## src/hw/rtl/rlf_pkg.sv

```systemverilog
// Shared types and constants for the RGB LED fade controller.
// Holds the request and result structs, the function codes and the lane interface types.
// No dependencies.
package rlf_pkg;

    localparam int CHANNELS   = 3;
    localparam int MAX_LEVEL  = 10;
    localparam int DUTY_W     = 12;
    localparam int COLOUR_W   = 8;
    localparam int LEVEL_W    = 4;
    localparam int IN_VAL_W   = 10;
    localparam int OUT_CHANS  = 3;
    localparam int SHOWN      = (CHANNELS < OUT_CHANS) ? CHANNELS : OUT_CHANS;

    localparam logic [DUTY_W-1:0]   RAMP_RESET = DUTY_W'(50);
    localparam logic [COLOUR_W-1:0] COLOUR_MAX = COLOUR_W'(255);

    typedef enum logic [1:0] {
        FUNC_TICK   = 2'd0,
        FUNC_POWER  = 2'd1,
        FUNC_LEVEL  = 2'd2,
        FUNC_COLOUR = 2'd3
    } func_t;

    typedef struct packed {
        func_t               func;
        logic                power;
        logic [IN_VAL_W-1:0] level;
        logic [IN_VAL_W-1:0] red;
        logic [IN_VAL_W-1:0] green;
        logic [IN_VAL_W-1:0] blue;
    } rlf_req_t;

    typedef struct packed {
        logic [DUTY_W-1:0]  red_duty;
        logic [DUTY_W-1:0]  green_duty;
        logic [DUTY_W-1:0]  blue_duty;
        logic               duty_changed;
        logic               report_state;
        logic               is_on;
        logic [LEVEL_W-1:0] brightness;
    } rlf_res_t;

    // Settings that every lane sees.
    typedef struct packed {
        logic               light_on;
        logic [LEVEL_W-1:0] level;
        logic [DUTY_W-1:0]  step;
    } rlf_lane_cfg_t;

    typedef struct packed {
        logic [DUTY_W-1:0] duty;
        logic              moved;
    } rlf_lane_res_t;

endpackage

```

## src/hw/rtl/rgb_led_fade_controller.sv

```systemverilog
// Top level of the RGB LED fade controller: light settings, channel lanes and the result register.
// Depends on rlf_pkg and rlf_lane.
//
//   channel   valid       stall       payload            use
//   cmd       cmd_valid   cmd_stall   cmd (rlf_req_t)    tick or command request in
//   res       res_valid   res_stall   res (rlf_res_t)    one result per request out
//   config    ramp_step_we  -         ramp_step_wdata    ramp step per tick
//
// All lanes compute the tick in parallel and the result is registered at the
// accepting edge, so one request per cycle is sustained while res_stall is low.
// Reset clears the light state, colours and duties, and sets the ramp step to 50.
// A request is taken when the result register is empty or its result leaves in the
// same cycle; cmd_stall follows res_stall only while a result is held.
module rgb_led_fade_controller
    import rlf_pkg::*;
(
    input  logic              clk,
    input  logic              rst_n,
    input  logic              cmd_valid,
    output logic              cmd_stall,
    input  rlf_req_t          cmd,
    output logic              res_valid,
    input  logic              res_stall,
    output rlf_res_t          res,
    input  logic              ramp_step_we,
    input  logic [DUTY_W-1:0] ramp_step_wdata
);

    logic [DUTY_W-1:0]   ramp_step_reg;
    logic                light_on_reg,   light_on_next;
    logic [LEVEL_W-1:0]  level_reg,      level_next;
    logic [COLOUR_W-1:0] colour_reg [CHANNELS];
    logic [COLOUR_W-1:0] colour_next [CHANNELS];
    logic [DUTY_W-1:0]   duty_reg [CHANNELS];
    logic [DUTY_W-1:0]   duty_next [CHANNELS];
    logic                res_valid_reg;
    rlf_res_t            res_reg, res_next;

    rlf_lane_cfg_t       lane_cfg;
    rlf_lane_res_t       lane_res [CHANNELS];
    logic [IN_VAL_W-1:0] req_colour [OUT_CHANS];
    logic [DUTY_W-1:0]   shown_duty [OUT_CHANS];
    logic                accept;
    logic                any_moved;
    logic                all_zero;
    logic                report;

    assign cmd_stall = res_valid_reg && res_stall;
    assign accept    = cmd_valid && !cmd_stall;
    assign res_valid = res_valid_reg;
    assign res       = res_reg;

    assign lane_cfg.light_on = light_on_reg;
    assign lane_cfg.level    = level_reg;
    assign lane_cfg.step     = ramp_step_reg;

    genvar g;
    generate
        for (g = 0; g < CHANNELS; g++)
        begin : g_lane
            rlf_lane u_lane (
                .cfg    (lane_cfg),
                .colour (colour_reg[g]),
                .duty   (duty_reg[g]),
                .res    (lane_res[g])
            );
        end
    endgenerate

    assign req_colour[0] = cmd.red;
    assign req_colour[1] = cmd.green;
    assign req_colour[2] = cmd.blue;

    // Merge the lane flags and work out the next light settings.
    always_comb
    begin
        any_moved = 1'b0;
        all_zero  = 1'b1;
        for (int i = 0; i < CHANNELS; i++)
        begin
            any_moved = any_moved | lane_res[i].moved;
            if (colour_reg[i] != '0)
                all_zero = 1'b0;
        end

        light_on_next = light_on_reg;
        level_next    = level_reg;
        report        = 1'b0;
        for (int i = 0; i < CHANNELS; i++)
        begin
            colour_next[i] = colour_reg[i];
            duty_next[i]   = duty_reg[i];
        end

        unique case (cmd.func)
            FUNC_TICK:
            begin
                for (int i = 0; i < CHANNELS; i++)
                    duty_next[i] = lane_res[i].duty;
            end
            FUNC_POWER:
            begin
                report        = 1'b1;
                light_on_next = cmd.power;
                if (cmd.power && all_zero)
                begin
                    for (int i = 0; i < CHANNELS; i++)
                        colour_next[i] = COLOUR_MAX;
                end
            end
            FUNC_LEVEL:
            begin
                if (cmd.level <= IN_VAL_W'(MAX_LEVEL))
                begin
                    level_next    = cmd.level[LEVEL_W-1:0];
                    light_on_next = 1'b1;
                    report        = 1'b1;
                end
            end
            FUNC_COLOUR:
            begin
                for (int i = 0; i < SHOWN; i++)
                begin
                    if (req_colour[i] <= IN_VAL_W'(COLOUR_MAX))
                    begin
                        colour_next[i] = req_colour[i][COLOUR_W-1:0];
                        report         = 1'b1;
                    end
                end
            end
            default:
            begin
                report = 1'b0;
            end
        endcase

        for (int i = 0; i < OUT_CHANS; i++)
            shown_duty[i] = '0;
        for (int i = 0; i < SHOWN; i++)
            shown_duty[i] = duty_next[i];

        res_next.red_duty     = shown_duty[0];
        res_next.green_duty   = shown_duty[1];
        res_next.blue_duty    = shown_duty[2];
        res_next.duty_changed = (cmd.func == FUNC_TICK) && any_moved;
        res_next.report_state = report;
        res_next.is_on        = light_on_next;
        res_next.brightness   = level_next;
    end

    always_ff @(posedge clk or negedge rst_n)
    begin
        if (!rst_n)
        begin
            ramp_step_reg <= RAMP_RESET;
            light_on_reg  <= 1'b0;
            level_reg     <= '0;
            res_valid_reg <= 1'b0;
            for (int i = 0; i < CHANNELS; i++)
            begin
                colour_reg[i] <= '0;
                duty_reg[i]   <= '0;
            end
        end
        else
        begin
            if (ramp_step_we)
                ramp_step_reg <= ramp_step_wdata;
            if (accept)
            begin
                light_on_reg <= light_on_next;
                level_reg    <= level_next;
                for (int i = 0; i < CHANNELS; i++)
                begin
                    colour_reg[i] <= colour_next[i];
                    duty_reg[i]   <= duty_next[i];
                end
                res_valid_reg <= 1'b1;
            end
            else if (!res_stall)
            begin
                res_valid_reg <= 1'b0;
            end
        end
    end

    always_ff @(posedge clk)
    begin
        if (accept)
            res_reg <= res_next;
    end

endmodule

```

## src/hw/rtl/rlf_lane.sv

```systemverilog
// One channel of the fader: computes the duty after a tick and whether it moved.
// Purely combinational; depends on rlf_pkg.
module rlf_lane
    import rlf_pkg::*;
(
    input  rlf_lane_cfg_t       cfg,
    input  logic [COLOUR_W-1:0] colour,
    input  logic [DUTY_W-1:0]   duty,
    output rlf_lane_res_t       res
);

    logic [DUTY_W-1:0] target;
    logic [DUTY_W-1:0] colour_ext;
    logic [DUTY_W-1:0] gap_down;
    logic [DUTY_W-1:0] gap_up;

    // Colour times level is at most 255 * 15, which fits in the duty width.
    assign target     = DUTY_W'(colour) * DUTY_W'(cfg.level);
    assign colour_ext = DUTY_W'(colour);
    assign gap_down   = duty - target;
    assign gap_up     = target - duty;

    always_comb
    begin
        res.duty  = duty;
        res.moved = 1'b0;
        if (!cfg.light_on)
        begin
            if (duty != '0)
            begin
                res.moved = 1'b1;
                res.duty  = (colour != '0 && duty >= colour_ext) ? duty - colour_ext : '0;
            end
        end
        else if (duty > target)
        begin
            res.moved = 1'b1;
            res.duty  = (gap_down >= cfg.step) ? duty - cfg.step : target;
        end
        else if (duty < target)
        begin
            res.moved = 1'b1;
            res.duty  = (gap_up >= cfg.step) ? duty + cfg.step : target;
        end
    end

endmodule

```

## config.mk

```make
export PLATFORM = sky130hd
export DESIGN_NAME = rgb_led_fade_controller
export DESIGN_NICKNAME = d
export VERILOG_FILES = /design/src/hw/rtl/rlf_pkg.sv /design/src/hw/rtl/rgb_led_fade_controller.sv /design/src/hw/rtl/rlf_lane.sv
export SDC_FILE = /design/constraint.sdc
export NUM_CORES = 1
export LEC_CHECK = 0
export ABC_CLOCK_PERIOD_IN_PS = 7100
export BUFFER_PORTS_ARGS = -buffer_cell sky130_fd_sc_hd__buf_2
export CAP_MARGIN = 20
export CORE_MARGIN = 2
export CORE_UTILIZATION = 58
export CTS_BUF_LIST = sky130_fd_sc_hd__clkbuf_16
export CTS_CLUSTER_DIAMETER = 200
export CTS_CLUSTER_SIZE = 10
export DETAILED_ROUTE_END_ITERATION = 7
export HOLD_SLACK_MARGIN = 0.1
export PLACE_DENSITY = 0.87
export SYNTH_ARGS = -nofsm -noshare
export SYNTH_HDL_FRONTEND = slang
export SYNTH_SLANG_ARGS = --single-unit
```

## constraint.sdc

```tcl
create_clock -name clk -period 7.1 [get_ports clk]
set_input_delay 0.355 -clock clk [delete_from_list [all_inputs] [get_ports clk]]
set_output_delay 0.355 -clock clk [all_outputs]
set_load 0.05 [all_outputs]
```

# Word-level counts from Yosys, hierarchy flattened
# Index checks and enable logic that the tools add are counted.
# word_totals
regBits,121
latchBits,0
mem_bits_rw,0
mem_bits_ro,0
input_bits,60
output_inout_bits,45
elab_cells,124
mem_count,0
# classes
addsub,15
mul,3
div_mod_pow,0
order_cmp,19
eq_ne,8
n_shift,0
n_mux,41
bitwise,2
n_reduce_logical,19
# op_table
operator,count
13-bit 2-to-1 mux,12
12-bit 2-to-1 mux,9
12-bit subtractor,9
12-bit >= comparator,6
24-bit case mux with 2 select lines,1
12-bit adder,3
12-bit by 8-bit >= comparator with 1-bit output,3
12-bit greater-than comparator,3
12-bit less-than comparator,3
8-bit by 4-bit multiplier with 12-bit output,3
36-bit 2-to-1 mux,1
12-bit nonzero test,3
12-bit by 8-bit subtractor with 12-bit output,3
"10-bit by 8-bit <= comparator with 1-bit output, second input constant",3
24-bit 2-to-1 mux,1
8-bit 2-to-1 mux,3
8-bit nonzero test,3
4-bit AND reduction,3
"10-bit by 4-bit <= comparator with 1-bit output, second input constant",1
1-bit 2-to-1 mux,10
4-bit 2-to-1 mux,2
"2-bit != test, second input constant",4
1-bit logical AND,7
"2-bit == test, second input constant",2
other kinds (8),9

# Depth between registers and ports, before layout
# Gate-level depths: netlist (run 1).
# depth
depth_word,10
ltp_mapped,33
depth_no_buf,29

# Hierarchy
# From an unflattened synthesis (run 1), not the netlist that was laid out.
# unflattened
cells_unflattened,2313
hier_area_um2,18826.8
# by_module_without_submodules
module,n_inst,cells_per_inst,area_each_um2,seq_area_each_um2
rgb_led_fade_controller,1,380,4890.9,3246.9
rlf_lane at g_lane[0].u_lane,1,657,4763.3,0.0
rlf_lane at g_lane[1].u_lane,1,644,4693.3,0.0
rlf_lane at g_lane[2].u_lane,1,632,4479.3,0.0

# Worst setup path after synthesis (run 1)
# No wires, ideal clock.
# synth_timing
path_type,flip-flop to flip-flop
startpoint,reg level_reg[1]
endpoint,"reg res_reg, in the netlist res[40], data pin"
setup_time_ns,0.261
t_arrival_ns,6.586
required_ns,6.839
slack_ns,0.253
stages_incl_launch_ff,30
path_buffers,4
synth_period_minus_slack_ns,6.847
path_cell_list,dfrtp_1 > clkbuf_1 > nand2_1 > fa_1 > inv_1 > fa_1 > ha_1 > a211oi_1 > o21bai_1 > or4_1 > and2_1 > xnor2_1 > inv_1 > ha_1 > buf_4 > clkbuf_1 > a21oi_1 > nor2_1 > a311oi_1 > o311ai_0 > ha_1 > o21ai_0 > a21oi_1 > nor2_1 > a31oi_1 > clkbuf_1 > nor2_1 > a211oi_1 > o32ai_1 > a221o_1
# synth_lines
element,line,rtl
from (decl),rgb_led_fade_controller.sv:31,"logic [LEVEL_W-1:0] level_reg, level_next;"
from (signal assigned),rgb_led_fade_controller.sv:172,level_reg <= level_next;
to (signal assigned),rgb_led_fade_controller.sv:190,res_reg <= res_next;
to (decl),rgb_led_fade_controller.sv:37,"rlf_res_t res_reg, res_next;"

==> results of run 1 <==
-- worst max-delay path: cells and delay by family (launching register included) --
| kind | cells | cell delay, ps |
|---|---|---|
| AND/OR/NAND/NOR | 2 | 400 |
| buffers and inverters | 5 | 720 |
| AO/OA/AOI/OAI | 13 | 2510 |
| XOR/XNOR | 1 | 160 |
| adder cells (fa/ha/maj) | 5 | 2090 |
| multiplexers | 2 | 270 |
| flip-flops | 1 | 460 |
-- through the flow --
stage                     power (mW)  area, um^2  setup TNS, ps  cells
final                           10.5       20300              0   2819
after global routing            11.2       20300          -54.3   2818
after CTS                       10.1       20200              0   2817
after detailed placement        9.06       19500              0   2784
after global placement          8.79       19500              0   2784
after floorplan                 7.05       18600              0   2339
-- cells in the final DEF (no fill, tap or decap), drive strengths merged, types with 29 or more instances in the layout --
cell type    n
a21o        48
nand2b      37
a21oi      163
and2        66
buf        148
inv        236
edfxtp      43
ha         280
nand3       32
xnor2       89
nor2       178
o21ai      159
nor2b       40
xor2        42
nor3        51
dfrtp       75
mux2i       40
nand2      196
fa          51
a31oi       29
-- cells in the mapped netlist, types with 7 or more instances --
library cell and count:
ha_1 280, inv_1 231, nand2_1 195, nor2_1 177, a21oi_1 161, o21ai_0 144
xnor2_1 89, dfrtp_1 75, clkbuf_1 71, and2_1 65, fa_1 51, nor3_1 51
a21o_1 48, edfxtp_1 43, xor2_1 42, mux2i_1 40, nor2b_1 40, nand2b_1 37
nand3_1 31, a31oi_1 29, o211ai_1 27, nor3b_1 26, o21bai_1 26, a211oi_1 21
o21a_1 20, a211o_1 19, nand4_1 19, buf_2 18, nor4_1 16, and3_1 15
mux2_2 15, o21ai_1 15, a21boi_0 12, a22oi_1 11, o22ai_1 11, or3_1 10
or4_1 9, a221o_1 8, buf_1 8, a221oi_1 7
-- worst min-delay path by stage --
stage,end,slack [ps],cells after the start,from
after floorplan,colour_reg[0]$_DFFE_PN0P_,60,0,rst_n
after global placement,colour_reg[23]$_DFFE_PN0P_,230,1,rst_n
after detailed placement,colour_reg[23]$_DFFE_PN0P_,230,1,rst_n
after CTS,res_valid$_DFFE_PN0P_,110,2,cmd_valid
after global routing,res_valid$_DFFE_PN0P_,130,2,cmd_valid
final,res_valid$_DFFE_PN0P_,120,2,cmd_valid
-- where the power goes --
group | switching, mW | internal, mW
Sequential | 0.409 | 0.922
Combinational | 4.80 | 3.34
Clock | 0.373 | 0.623
-- kinds of logic (layout without fill, tap and decap cells) --
logic type | after synthesis | after routing | synth area share
AO/OA/AOI/OAI | 640 | 640 | 0.223
XOR/XNOR | 131 | 131 | 0.0617
buffers and inverters | 339 | 416 | 0.0716
multiplexers | 55 | 55 | 0.0306
adder cells (fa/ha/maj) | 331 | 331 | 0.243
AND/OR/NAND/NOR | 722 | 722 | 0.195
flip-flops | 121 | 121 | 0.175
other | 0 | 1 | 0
-- what timing repair did --
item / in CTS / in global routing
hold buffers: 1 / 0
hold endpoints to repair: 13 / 0
resized for setup: 0 / 33
endpoints found under the setup margin: 0 / 57
buffers inserted: 0 / 1
-- layout make-up --
cell class	count	area (um^2)
clock inverters	15	220
clock buffers	17	425
inverters	235	886
diodes	1	2.50
fillers	2717	11300
repair buffers	149	896
well taps	402	503
multi-input cells	1879	14100
flip-flops and latches	121	3250
-- metal layers --
metal  wire length, um  global-route usage
met1             24300               0.476
met2             26000               0.553
met3              7750               0.103
met4              2960               0.166
met5                 0                   0
==> results.toml, run 1 <==
[outcome]
run_status = "finished, violations left"
violations = "DRC"

[sta]
finalCritPeriodShare = 0.964
final.hold.worst_slack_ps = 124
final_number_of_setup_violating_endpoints = 0
maxClockFrequency_ghz = 0.146
slew_headroom = 0.386
finalClockSkew_ps = 16.2
pnr_worst_setup_slack_ps = 257
maxSlewViolCount = 0
final_period_minus_worst_setup_slack_ps = 6840
setup_repair_after_global_routing_missed_its_margin = "true"
timing_hold_violations_final = 0
timing_worst_slew_pin_value_ps = 921

[setup_path]
critical_path_startpoint = "level_reg[3]$_DFFE_PN0P_"
timing_worst_setup_path_type = "flop to flop"
critPathLaunchType = "flop"
reg2reg_to = "res[21]$_DFFE_PP_"
regToRegStartpoint = "level_reg[3]$_DFFE_PN0P_"
cp-end-kind = "flop"
crit_slowest_cell = "fa_1"
critical_path_required_ps = 7340
r2r_cells = 28
critical_path_peak_fanout = 16
critical-path-max-stage-delay_ps = 540
worst-r2r-setup-slack_ps = 260
worst-endpoint-arrival_ps = 7080
crit_path_end = "res[21]$_DFFE_PP_"

[placed_design]
port_buffers = 104
gp_routability_congestion = 1.06
dp_worst_setup_slack_ps = 76.5
dp_hpwl_um = 46800

[global_routing]
grt_first_pass_wirelength_um = 94600
antenna_found_initial = 2
grtUsageTotal = 0.362
grt_overflow_total = 0
grt_max_degree = 66
first_global_vias = 17700

[logic_synthesis]
synth_nets = 2730
synth_top_cells_by_area = "ha_1 (19%), dfrtp_1 (10%), edfxtp_1 (6.9%), fa_1 (5.5%), inv_1 (4.7%)"
yosysUniqueCellTypes = 92
synth_ff_type = "dfrtp_1"
synth_top_cell_by_area = "ha_1"
synth.yosys.warnings = 0
syn_area_per_cell_um2 = 7.95
synth-edff-count = 43
yosysTopAreaCellShare = 0.188
syn-instance-count = 2339
ys_async_sr_fraction = 0.645
ys_seq_area_frac = 0.175
syn-cell-area_um2 = 18600
synth_seq_cells = 121

[finish]
syn_to_final_growth_pct = 9.24
fin_util = 0.643
layout-drive-gt1-share = 0.102
design.final.nets = 2794
largest_register_ff_count = 43

[power]
cellLeakagePower_nw = 9.57
power_per_cell_area_nw_per_um2 = 515
vdd.ir_drop.worst_v = 0.000277

[floorplanning]
die-height_um = 183
io-pin-count = 105
die-area_um2 = 33500
fp-row-count = 65
initial_core_util = 0.589
chipWidth_um = 183
core_region_area_um2 = 31600

[cts]
tritoncts = "done"
tritoncts.num_buffers = 17
cts_max_path_buffers = 2
numClockSinks = 121
cts-htree-levels = 4
cts-root-buf = "clkbuf_16"
clk_pin_slew_ps = 70
insertion_delay_ps = 450

[route]
route.detailed.wl_per_inst_um = 21.6
drc_errors = 1
drt_iter0_markers = 2173
drt-pass1-iter-count = 8
detail-route-antenna-nets = 0
vias_per_cell = 6.51
vias = 18400
routed_wl_um = 61000

[flow_run]
cap_viol_max_count = 0

[worst_hold_path]
class_of_the_tightest_hold_or_removal_check = "input port to flop"
No activity file was read; power rests on OpenSTA's default activity.
==> run 2: changes to the inputs <==
--- a/config.mk
+++ b/config.mk
@@ -10,7 +10,6 @@
 export CAP_MARGIN = 20
 export CORE_MARGIN = 2
 export CORE_UTILIZATION = 58
-export CTS_BUF_LIST = sky130_fd_sc_hd__clkbuf_16
 export CTS_CLUSTER_DIAMETER = 200
 export CTS_CLUSTER_SIZE = 10
 export DETAILED_ROUTE_END_ITERATION = 7
==> results.toml, run 2 (same netlist as run 1, synthesis figures left out) <==
[worst_hold_path]
class_of_the_tightest_hold_or_removal_check = "input port to flop"
holdPathEnd = "res_valid$_DFFE_PN0P_"
worst_hold_path.num_cells = 2
hold_path_startpoint = "cmd_valid"

[global_routing]
globalRoute.busiestLayer = "met2"
antenna_found_initial = 2
grt_util_met1 = 0.476
grt_max_degree = 66
grt_first_pass_wirelength_um = 94600
grtUsageTotal = 0.362
grt_overflow_total = 0
global_route_met2_usage = 0.552
met3_usage = 0.103
first_global_vias = 17700

[power]
cellLeakagePower_nw = 9.58
vdd.ir_drop.worst_v = 0.000280
total_power_mw = 10.5
power_per_cell_area_nw_per_um2 = 516

[placed_design]
gp_routability_congestion = 1.06
dp_hpwl_um = 46800
dpl.cell_count = 2784
port_buffers = 104

[cts]
clk_pin_slew_ps = 70
insertion_delay_ps = 450
tritoncts.num_buffers = 17
cts-htree-levels = 4
numClockSinks = 121
cts_max_path_buffers = 2
cts-root-buf = "clkbuf_16"
tritoncts = "done"

[floorplanning]
core_region_area_um2 = 31600
fp-row-count = 65
die-height_um = 183
io-pin-count = 105
chipWidth_um = 183
die-area_um2 = 33500
initial_core_util = 0.589

[sta]
setup_repair_after_global_routing_missed_its_margin = "true"
finalCritPeriodShare = 0.967
timing_worst_slew_pin_value_ps = 941
final_period_minus_worst_setup_slack_ps = 6860
final.hold.worst_slack_ps = 123
slew_headroom = 0.372
timing_hold_violations_final = 0
maxClockFrequency_ghz = 0.146
finalClockSkew_ps = 18.6
final_number_of_setup_violating_endpoints = 0
maxSlewViolCount = 0

[route]
routed_wl_um = 61100
vias_per_cell = 6.54
detail-route-antenna-nets = 0
drt_iter0_markers = 2237
route.detailed.wl_per_inst_um = 21.7
drc_errors = 0
vias = 18400
drt-pass1-iter-count = 8

[finish]
num-fill-cells = 2715
area_of_the_multi_input_gates_um2 = 14100
largest_register_ff_count = 43
syn_to_final_growth_pct = 9.29
layout_commonest_cell = "ha_1"
layout-drive-gt1-share = 0.103
regArea_um2 = 3250
design.final.nets = 2794
fin_util = 0.644
layout.cells.most_common_list = "ha_1 (274), inv_1 (230), nand2_1 (195)"
post_route_insts_no_fill = 2819

[setup_path]
critical-path-max-stage-delay_ps = 540
worst-r2r-setup-slack_ps = 240
reg2reg_to = "res[21]$_DFFE_PP_"
critPathLaunchType = "flop"
worst-endpoint-arrival_ps = 7090
timing_worst_setup_path_type = "flop to flop"
cp-end-kind = "flop"
critical_path_peak_fanout = 16
r2r_cells = 28
crit_slowest_cell = "fa_1"
regToRegStartpoint = "level_reg[3]$_DFFE_PN0P_"
critical_path_required_ps = 7330

[flow_run]
cap_viol_max_count = 0

[outcome]
run_status = "finished clean"
-- run 2: worst max path at each step --
stage,end,startpoint,depth (start not counted),slack (ps)
2_1_floorplan,res[40]$_DFFE_PP_,level_reg[1]$_DFFE_PN0P_,29,250
3_3_place_gp,duty_reg[1]$_DFFE_PN0P_,level_reg[2]$_DFFE_PN0P_,30,350
6_report,res[21]$_DFFE_PP_,level_reg[3]$_DFFE_PN0P_,28,240
5_1_grt,res[11]$_DFFE_PP_,level_reg[3]$_DFFE_PN0P_,28,-40
4_1_cts,res[17]$_DFFE_PP_,level_reg[2]$_DFFE_PN0P_,30,50
3_5_place_dp,res[17]$_DFFE_PP_,level_reg[2]$_DFFE_PN0P_,30,80
-- run 2: report_power, final --
part / internal (mW) / leakage [nW] / switching (mW) / total [mW]
Clock: 0.634 / 0.314 / 0.376 / 1.01
Combinational: 3.34 / 7.96 / 4.79 / 8.14
Sequential: 0.922 / 1.30 / 0.410 / 1.33
-- run 2: metrics by stage --
| step | setup TNS, ps | setup slack [ps] | area [um^2] |
|---|---|---|---|
| 2_1_floorplan | 0 | 253 | 18600 |
| 3_3_place_gp | 0 | 351 | 19500 |
| 3_5_place_dp | 0 | 76.5 | 19500 |
| 4_1_cts | 0 | 45.7 | 20200 |
| 5_1_grt | -54.3 | -43.4 | 20300 |
| 6_report | 0 | 236 | 20300 |
-- run 2: layout make-up --
type | instances | area share
Antenna cell | 1 | 0.000123
Clock buffer | 18 | 0.0216
Clock inverter | 14 | 0.0107
Inverter | 235 | 0.0436
Multi-Input combinational cell | 1879 | 0.695
Sequential cell | 121 | 0.160
Tap cell | 402 | 0.0248
Timing Repair Buffer | 149 | 0.0441
-- run 2: routing by layer --
metal	share of wire	up-vias
met3	0.13	214
met2	0.43	1114
met4	0.046	0
met5	0	-
met1	0.40	8719
li1	-	8384
-- run 2: worst max-delay path, delay by kind of cell (launching register included) --
family          cells  cell delay [ps]
compound gates     13             2530
mux                 2              270
simple gates        2              400
buf+inv             5              710
flops               1              460
xor+xnor            1              160
fa+ha+maj           5             2090
-- run 2: repair_timing --
| action | CTS | global route |
|---|---|---|
| setup endpoints to repair | 0 | 59 |
| endpoints found under the hold margin | 13 | 0 |
| setup buffers | 0 | 1 |
| hold buffers | 1 | 0 |
| gates resized for setup | 0 | 33 |
